$ cat config.mk
export PLATFORM = sky130hd
export DESIGN_NAME = ascii_number_to_fixed_point
export DESIGN_NICKNAME = d
export VERILOG_FILES = /design/src/anfp_pkg.sv /design/src/anfp_ctrl.sv /design/src/anfp_dp.sv /design/src/ascii_number_to_fixed_point.sv
export SDC_FILE = /design/constraint.sdc
export NUM_CORES = 1
export LEC_CHECK = 0
export BUFFER_PORTS_ARGS = -buffer_cell sky130_fd_sc_hd__buf_2
export CORE_MARGIN = 3
export CORE_UTILIZATION = 70
export CTS_BUF_LIST = sky130_fd_sc_hd__clkbuf_8
export CTS_CLUSTER_DIAMETER = 120
export DETAILED_ROUTE_END_ITERATION = 8
export PLACE_DENSITY = 0.93
export SLEW_MARGIN = 20
export SYNTH_ARGS = -nofsm -noshare
export SYNTH_HDL_FRONTEND = slang
export SYNTH_SLANG_ARGS = --single-unit
export TNS_END_PERCENT = 1
$ cat constraint.sdc
create_clock -name clk -period 11.4 [get_ports clk]
set_input_delay 0 -clock clk [delete_from_list [all_inputs] [get_ports clk]]
set_output_delay 0 -clock clk [all_outputs]
set_load 0.02 [all_outputs]
$ cat src/anfp_pkg.sv
// anfp_pkg.sv: types, constants and helper functions shared by the
// ASCII number to fixed-point parser. No dependencies.
`timescale 1ns / 1ps

package anfp_pkg;

  // accumulator width default and parser limits
  localparam int ACC_WIDTH_DEF   = 32;
  localparam int MAX_FRAC_DIGITS = 9;
  localparam int RES_W           = 32;
  localparam int POW_W           = 30;     // 10^9 fits in 30 bits
  localparam int DIV_STEPS       = RES_W;  // one quotient bit per cycle
  localparam int DIV_CNT_W       = $clog2(DIV_STEPS);

  // special characters
  localparam logic [7:0] CH_H     = 8'h68;  // 'h'
  localparam logic [7:0] CH_POINT = 8'h2E;  // '.'
  localparam logic [7:0] CH_MINUS = 8'h2D;  // '-'

  typedef struct packed {
    logic [7:0] ch;
    logic       last;
  } in_beat_t;

  typedef struct packed {
    logic signed [RES_W-1:0] value;
    logic                    valid_res;
  } out_beat_t;

  typedef enum logic [4:0] {
    ST_IDLE = 5'b00001,
    ST_PREP = 5'b00010,
    ST_ABS  = 5'b00100,
    ST_DIV  = 5'b01000,
    ST_DONE = 5'b10000
  } anfp_state_t;

  // controller to datapath
  typedef struct packed {
    logic accept;    // input beat taken this cycle
    logic prep;      // latch ok flag, load shifted magnitude
    logic abs_en;    // take magnitude of signed numerator
    logic div_step;  // one restoring division step
    logic finish;    // load output register, clear token
  } anfp_cmd_t;

  // datapath to controller
  typedef struct packed {
    logic hex_mode;  // token closed by 'h'
    logic ok;        // token parsed so far (valid at prep)
  } anfp_sts_t;

  // hex digit decode: {valid, value}
  function automatic logic [4:0] hex_digit(input logic [7:0] c);
    logic [4:0] r;
    r = 5'b0;
    case (c) inside
      [8'h30:8'h39]: r = {1'b1, c[3:0]};
      [8'h61:8'h66]: r = {1'b1, 4'(c[3:0] + 4'd9)};
      [8'h41:8'h46]: r = {1'b1, 4'(c[3:0] + 4'd9)};
      default:       r = 5'b0;
    endcase
    return r;
  endfunction

  function automatic logic [POW_W-1:0] pow10(input logic [3:0] n);
    logic [POW_W-1:0] r;
    r = POW_W'(1);
    case (n)
      4'd0:    r = POW_W'(1);
      4'd1:    r = POW_W'(10);
      4'd2:    r = POW_W'(100);
      4'd3:    r = POW_W'(1000);
      4'd4:    r = POW_W'(10000);
      4'd5:    r = POW_W'(100000);
      4'd6:    r = POW_W'(1000000);
      4'd7:    r = POW_W'(10000000);
      4'd8:    r = POW_W'(100000000);
      4'd9:    r = POW_W'(1000000000);
      default: r = POW_W'(1);
    endcase
    return r;
  endfunction

endpackage

$ cat src/anfp_ctrl.sv
// anfp_ctrl.sv: sequencing state machine and output valid flag.
// Depends on anfp_pkg.
`timescale 1ns / 1ps

module anfp_ctrl
  import anfp_pkg::*;
(
  input  logic      clk,
  input  logic      rst_n,
  input  logic      in_valid,
  input  logic      in_last,
  output logic      in_ready,
  output logic      out_valid,
  input  logic      out_ready,
  input  anfp_sts_t sts,
  output anfp_cmd_t cmd
);

  anfp_state_t          state_r, state_nxt;
  logic [DIV_CNT_W-1:0] cnt_r, cnt_nxt;
  logic                 out_valid_r, out_valid_nxt;
  logic                 in_beat;
  logic                 out_free;

  assign in_ready  = (state_r == ST_IDLE);
  assign in_beat   = in_valid && in_ready;
  assign out_free  = !out_valid_r || out_ready;
  assign out_valid = out_valid_r;

  // next state and commands
  always_comb begin
    state_nxt    = state_r;
    cnt_nxt      = cnt_r;
    cmd          = '0;
    cmd.accept   = in_beat;
    case (state_r)
      ST_IDLE: begin
        if (in_beat && in_last) state_nxt = ST_PREP;
      end
      ST_PREP: begin
        cmd.prep = 1'b1;
        if (!sts.ok || sts.hex_mode) state_nxt = ST_DONE;
        else                         state_nxt = ST_ABS;
      end
      ST_ABS: begin
        cmd.abs_en = 1'b1;
        cnt_nxt    = '0;
        state_nxt  = ST_DIV;
      end
      ST_DIV: begin
        cmd.div_step = 1'b1;
        cnt_nxt      = cnt_r + 1'b1;
        if (cnt_r == DIV_CNT_W'(DIV_STEPS - 1)) state_nxt = ST_DONE;
      end
      ST_DONE: begin
        if (out_free) begin
          cmd.finish = 1'b1;
          state_nxt  = ST_IDLE;
        end
      end
      default: state_nxt = ST_IDLE;
    endcase
  end

  // output valid: set on finish, dropped when the beat is taken
  always_comb begin
    out_valid_nxt = out_valid_r;
    if (out_valid_r && out_ready) out_valid_nxt = 1'b0;
    if (cmd.finish)               out_valid_nxt = 1'b1;
  end

  always_ff @(posedge clk) begin
    if (!rst_n) begin
      state_r     <= ST_IDLE;
      cnt_r       <= '0;
      out_valid_r <= 1'b0;
    end else begin
      state_r     <= state_nxt;
      cnt_r       <= cnt_nxt;
      out_valid_r <= out_valid_nxt;
    end
  end

endmodule

$ cat src/anfp_dp.sv
// anfp_dp.sv: token accumulators, scaling, restoring divider and result register.
// Depends on anfp_pkg; driven by anfp_ctrl.
`timescale 1ns / 1ps

module anfp_dp
  import anfp_pkg::*;
#(
  parameter int ACC_WIDTH = ACC_WIDTH_DEF
) (
  input  logic       clk,
  input  logic       rst_n,
  input  in_beat_t   in_data,
  input  logic       cfg_we,
  input  logic [4:0] cfg_wdata,
  input  anfp_cmd_t  cmd,
  output anfp_sts_t  sts,
  output out_beat_t  out_data
);

  // configuration
  logic [4:0] frac_bits_r;

  // token state
  logic [ACC_WIDTH-1:0] hex_r, hex_nxt;
  logic [ACC_WIDTH-1:0] dec_r, dec_nxt;
  logic [3:0]           frac_digits_r, frac_digits_nxt;
  logic                 point_r, point_nxt;
  logic                 neg_r, neg_nxt;
  logic                 start_r, start_nxt;
  logic                 body_r, body_nxt;
  logic                 hex_ok_r, hex_ok_nxt;
  logic                 dec_ok_r, dec_ok_nxt;
  logic                 mode_hex_r;

  // result path
  logic                 ok_r;
  logic                 sn_neg_r;
  logic [RES_W-1:0]     dvd_r;
  logic [RES_W-1:0]     rem_r;
  logic [POW_W-1:0]     pow_r;
  out_beat_t            out_r;

  logic                 absorb;
  logic [4:0]           hd;
  logic                 is_dec_digit;
  logic [3:0]           dd;
  logic [RES_W-1:0]     hex_lo, dec_lo, hex_sh, dec_sh, num;
  logic [POW_W-1:0]     pow_sel;
  logic                 ok_now;
  logic [RES_W-1:0]     rem_sh;
  logic                 ge;
  logic [RES_W-1:0]     mag_signed;

  // final 'h' closes a hex token without being absorbed
  assign absorb       = cmd.accept && !(in_data.last && in_data.ch == CH_H);
  assign hd           = hex_digit(in_data.ch);
  assign is_dec_digit = (in_data.ch >= 8'h30) && (in_data.ch <= 8'h39);
  assign dd           = in_data.ch[3:0];

  // character absorption, both radix tracks in parallel
  always_comb begin
    hex_nxt         = hex_r;
    dec_nxt         = dec_r;
    frac_digits_nxt = frac_digits_r;
    point_nxt       = point_r;
    neg_nxt         = neg_r;
    start_nxt       = start_r;
    body_nxt        = body_r;
    hex_ok_nxt      = hex_ok_r;
    dec_ok_nxt      = dec_ok_r;
    if (cmd.finish) begin
      hex_nxt         = '0;
      dec_nxt         = '0;
      frac_digits_nxt = '0;
      point_nxt       = 1'b0;
      neg_nxt         = 1'b0;
      start_nxt       = 1'b1;
      body_nxt        = 1'b0;
      hex_ok_nxt      = 1'b1;
      dec_ok_nxt      = 1'b1;
    end else if (absorb) begin
      start_nxt = 1'b0;
      if (start_r && in_data.ch == CH_MINUS) begin
        neg_nxt = 1'b1;
      end else begin
        body_nxt = 1'b1;
        // hex track
        if (hd[4]) hex_nxt = {hex_r[ACC_WIDTH-5:0], hd[3:0]};
        else       hex_ok_nxt = 1'b0;
        // decimal track
        if (in_data.ch == CH_POINT) begin
          point_nxt = 1'b1;
        end else if (is_dec_digit) begin
          dec_nxt = (dec_r << 3) + (dec_r << 1) + ACC_WIDTH'(dd);
          if (point_r && frac_digits_r != 4'hF) frac_digits_nxt = frac_digits_r + 1'b1;
        end else begin
          dec_ok_nxt = 1'b0;
        end
      end
    end
  end

  // scaling and rounding offset
  assign hex_lo  = RES_W'(hex_r);
  assign dec_lo  = RES_W'(dec_r);
  assign hex_sh  = hex_lo << frac_bits_r;
  assign dec_sh  = dec_lo << frac_bits_r;
  assign pow_sel = pow10(frac_digits_r);
  assign num     = dec_sh + RES_W'(pow_sel[POW_W-1:1]);
  assign ok_now  = mode_hex_r ? (body_r && hex_ok_r)
                              : (body_r && dec_ok_r && frac_digits_r <= 4'(MAX_FRAC_DIGITS));

  assign sts.hex_mode = mode_hex_r;
  assign sts.ok       = ok_now;

  // restoring division step
  assign rem_sh = {rem_r[RES_W-2:0], dvd_r[RES_W-1]};
  assign ge     = rem_sh >= RES_W'(pow_r);

  // sign of the result: token minus xor sign of the numerator
  assign mag_signed = (neg_r ^ sn_neg_r) ? (~dvd_r + 1'b1) : dvd_r;

  always_ff @(posedge clk) begin
    if (!rst_n) begin
      frac_bits_r   <= '0;
      hex_r         <= '0;
      dec_r         <= '0;
      frac_digits_r <= '0;
      point_r       <= 1'b0;
      neg_r         <= 1'b0;
      start_r       <= 1'b1;
      body_r        <= 1'b0;
      hex_ok_r      <= 1'b1;
      dec_ok_r      <= 1'b1;
      mode_hex_r    <= 1'b0;
      ok_r          <= 1'b0;
      sn_neg_r      <= 1'b0;
    end else begin
      if (cfg_we) frac_bits_r <= cfg_wdata;
      hex_r         <= hex_nxt;
      dec_r         <= dec_nxt;
      frac_digits_r <= frac_digits_nxt;
      point_r       <= point_nxt;
      neg_r         <= neg_nxt;
      start_r       <= start_nxt;
      body_r        <= body_nxt;
      hex_ok_r      <= hex_ok_nxt;
      dec_ok_r      <= dec_ok_nxt;
      if (cmd.accept && in_data.last) mode_hex_r <= (in_data.ch == CH_H);
      if (cmd.prep) begin
        ok_r     <= ok_now;
        sn_neg_r <= mode_hex_r ? 1'b0 : num[RES_W-1];
      end
    end
  end

  // divider and result payload, no reset needed
  always_ff @(posedge clk) begin
    if (cmd.prep) begin
      dvd_r <= mode_hex_r ? hex_sh : num;
      pow_r <= pow_sel;
    end else if (cmd.abs_en) begin
      if (sn_neg_r) dvd_r <= ~dvd_r + 1'b1;
      rem_r <= '0;
    end else if (cmd.div_step) begin
      dvd_r <= {dvd_r[RES_W-2:0], ge};
      rem_r <= ge ? (rem_sh - RES_W'(pow_r)) : rem_sh;
    end
    if (cmd.finish) begin
      out_r.value     <= ok_r ? mag_signed : '0;
      out_r.valid_res <= ok_r;
    end
  end

  assign out_data = out_r;

endmodule

$ cat src/ascii_number_to_fixed_point.sv
// Top level: ASCII number token to signed fixed-point value.
// Throughput: one non-final character per cycle. A final 'h' goes from PREP to
// DONE; a final decimal character passes PREP, ABS and the 32-step restoring
// divider in DIV (one quotient bit per cycle) before DONE. Input stalls
// only from the final beat until the result is loaded into the output register.
// Reset: synchronous active-low rst_n clears the token state, frac_bits to 0.
`timescale 1ns / 1ps

module ascii_number_to_fixed_point
  import anfp_pkg::*;
#(
  parameter int ACC_WIDTH = ACC_WIDTH_DEF
) (
  input  logic       clk,
  input  logic       rst_n,
  input  logic       in_valid,
  output logic       in_ready,
  input  in_beat_t   in_data,
  output logic       out_valid,
  input  logic       out_ready,
  output out_beat_t  out_data,
  input  logic       cfg_we,
  input  logic [4:0] cfg_wdata
);

  anfp_cmd_t cmd;
  anfp_sts_t sts;

  anfp_ctrl u_ctrl (
    .clk       (clk),
    .rst_n     (rst_n),
    .in_valid  (in_valid),
    .in_last   (in_data.last),
    .in_ready  (in_ready),
    .out_valid (out_valid),
    .out_ready (out_ready),
    .sts       (sts),
    .cmd       (cmd)
  );

  anfp_dp #(
    .ACC_WIDTH (ACC_WIDTH)
  ) u_dp (
    .clk       (clk),
    .rst_n     (rst_n),
    .in_data   (in_data),
    .cfg_we    (cfg_we),
    .cfg_wdata (cfg_wdata),
    .cmd       (cmd),
    .sts       (sts),
    .out_data  (out_data)
  );

endmodule

==> qor.yml <==
clock_network:
  ctsHtreeMaxLevel: 2
  cts_root_buf: "clkbuf_8"
  cts_tree: "done"
  clkLatencyLatePin_ns: 0.56
  clkTransAtPathRegs_ns: 0.06
  clockBufferDepth: 3
  cts_sinks: 235
  cts_buffers: 40
  post_cts_resized: 0
die:
  dieHeight_um: 169
  rows: 58
  pin_count: 54
  die_area_um2: 28500
  die_w_um: 169
  coreArea_um2: 25600
  start_util_pct: 72.3
synthesis:
  synth_most_common_cell: "nand2_1"
  ys_types: 82
  syn_avg_cell_area_um2: 8.63
  synth_nets: 2303
  synth-seq-cells: 235
  synth_ff_type: "edfxtp_1"
  yosysTopAreaCell: "edfxtp_1"
  synth_top_area_share_pct: 19.3
  synthArstFlopShare_pct: 0
  synth_common_cells: "nand2_1, nor2_1, a21oi_1"
  seq_area_frac_synth_pct: 31.8
  syn_area_um2: 18500
  synth-edff-count: 119
  syn_inst: 2148
  ys_warn_count: 0
  synthTopCellsByArea: "edfxtp_1, dfxtp_1, ha_1"
finish:
  nNetsFinal: 2322
  multi_input_area_um2: 11900
  seqCellArea_um2: 5900
  drive_gt1_share_pct: 9.34
  num_antenna_cells: 0
  areaGrowthSynthToFinish_pct: 8.16
  fillCellCount: 1657
  fin_cells: 2524
routing:
  dr.pass1.iters: 9
  wl_met3_um: 6100
  drc: 5
  via_per_inst: 7.03
  vias: 17748
  routed_wl_um: 56300
  wl_met1_um: 21300
  antenna_left: 0
  drt_iter0_markers: 2485
  wl_per_cell_um: 22.3
  highest_layer: "met4"
  dr_wl_met2_um: 26100
timing:
  slew_headroom_pct: 20.7
  hold_viol_final: 0
  tns_ns: 0
  rsz0062_at_grt: "false"
  period_share_pct: 47.2
  hold_slack_ns: 0.167
  worst_slew_pin_slew_ns: 1.19
  setup_viol: 0
  fin_crit_ns: 5.38
  fin_skew_ns: 0.0264
  slew_violations: 0
  fmax_mhz: 186
min_path:
  hp-class: "input port to flop"
global_route:
  grtUsageTotal_pct: 38.3
  grt_pass1_wl_um: 89100
  grt_max_degree: 79
  overflow: 0
  first_global_vias: 16868
  grt_antenna_before_repair: 0
critical_path:
  timing.critical_path.cells: "mux2_2, nor2_1, a21oi_1, nand2_1, o21ai_0, and2_1, ha_1, a21oi_1, o21ai_0, a211oi_1, o211ai_1, a41oi_1, o21ai_0, o21a_1, o21ai_0, nand3_1"
  endpoint_kind: "flop"
  required_ns: 11.70
  critPathMaxStageDelay_ns: 0.99
  crit_path_top_delay_cell: "dfxtp_4"
  crit_top_cell: "o21ai_0"
  critPathMaxFanout: 78
  cp-start-kind: "flop"
  critPathKind: "flop to flop"
  critPathArrivalTime_ns: 5.68
power:
  ir_drop_mv: 0.129
  p_leak_nw: 8.31
  total_power_mw: 1.96
  p_per_area_nw_per_um2: 98.0
status:
  outcome: "finished, violations left"
  violations: "design-rule violations"
placement:
  dp_cells: 2423
  gp_congestion: 0.979
  place_hpwl_um: 38500
  portBuffers: 53
job:
  maxCapViolations: 0
[timing repair]
item | in CTS | in global routing
setup endpoints to repair | 0 | 0
setup buffers | 0 | 0
hold buffers | 31 | 0
endpoints found under the hold margin | 23 | 0
[cell type report]
cell class,count,area share (%)
clock buffer,46,3.16
inverter,81,1.52
timing repair buffer,103,3.68
tap,330,2.06
multi-input combinational,1706,59.4
sequential,235,29.4
clock inverter,23,0.743
[worst max-delay path: cells and delay by family, from the launching register on]
| kind | cells | cell delay [ns] |
|---|---|---|
| mux | 1 | 0.43 |
| fa+ha+maj | 1 | 0.31 |
| compound gates | 10 | 2.83 |
| simple gates | 4 | 0.50 |
| flops | 1 | 0.99 |
[power breakdown]
| part | internal, mW | switching (mW) | leakage (nW) |
|---|---|---|---|
| Sequential | 0.905 | 0.0264 | 2.10 |
| Clock | 0.413 | 0.363 | 0.453 |
| Combinational | 0.0946 | 0.161 | 5.76 |
| Total | 1.41 | 0.551 | 8.31 |
[placed cells by master, fill, tap and decap left out, types with 8 or more instances in the layout]
cell / instances
nand2_1: 237
nor2_1: 201
a21oi_1: 154
o21ai_0: 150
ha_1: 132
mux2i_1: 122
edfxtp_1: 119
dfxtp_1: 114
inv_1: 92
xnor2_1: 55
buf_2: 53
nand3_1: 47
clkbuf_8: 46
nor3_1: 42
xor2_1: 42
a21o_1: 38
mux4_2: 35
a211oi_1: 35
dlygate4sd3_1: 31
or3_1: 29
a21boi_0: 26
nor2b_1: 24
o22ai_1: 23
and2_1: 23
nand2b_1: 19
nand4_1: 18
buf_4: 18
o21a_1: 16
a31oi_1: 15
o21bai_1: 15
o211ai_1: 15
o31ai_1: 13
a221oi_1: 13
a222oi_1: 13
mux2_2: 12
nor4_1: 10
and3_1: 9
nand3b_1: 8
[through the flow]
step / area [µm²] / utilization, % / worst slack, ns
after global placement: 18900 / 73.8 / 6.45
after detailed placement: 18900 / 73.9 / 6.33
after floorplan: 18500 / - / 6.84
after global routing: 20000 / 78.2 / 5.80
after CTS: 20000 / 78.1 / 6.21
final: 20000 / 78.2 / 6.02
[layer usage]
metal,GRT usage (%),vias up
met4,16.6,0
met3,7.68,253
met1,49.6,8243
met5,0,-
li1,-,7963
met2,62.6,1289
[final timing paths]
kind              cells past startpoint        endpoint  slack (ns)                 from
setup / recovery                     16  u_dp.dvd_r[28]        6.02  u_dp.frac_bits_r[1]
hold / removal                        5    u_dp.start_r        0.17           in_data[5]
setup reg to reg                     16  u_dp.dvd_r[28]        6.02  u_dp.frac_bits_r[1]
hold reg to reg                       0   u_dp.pow_r[0]        0.41      u_dp.pow_sel[0]
[kinds of logic after synthesis]
group           after synthesis  synth area share (%)
fa+ha+maj                   136                  9.35
mux                         169                  11.6
buf+inv                     207                  4.31
simple gates                712                  18.0
flops                       235                  31.8
xor+xnor                     98                  4.63
compound gates              591                  20.3
[state kept, by name, summed over array words and instances (netlist names), 4 cells and up]
signal,cells
u_ctrl.cnt_r,5
u_ctrl.state_r,5
u_dp.dec_lo,32
u_dp.dvd_r,32
u_dp.frac_bits_r,5
u_dp.frac_digits_r,4
u_dp.hex_lo,32
u_dp.out_data,33
u_dp.pow_r,23
u_dp.pow_sel,23
u_dp.rem_r,31
Power figures use the tool's default switching activity.
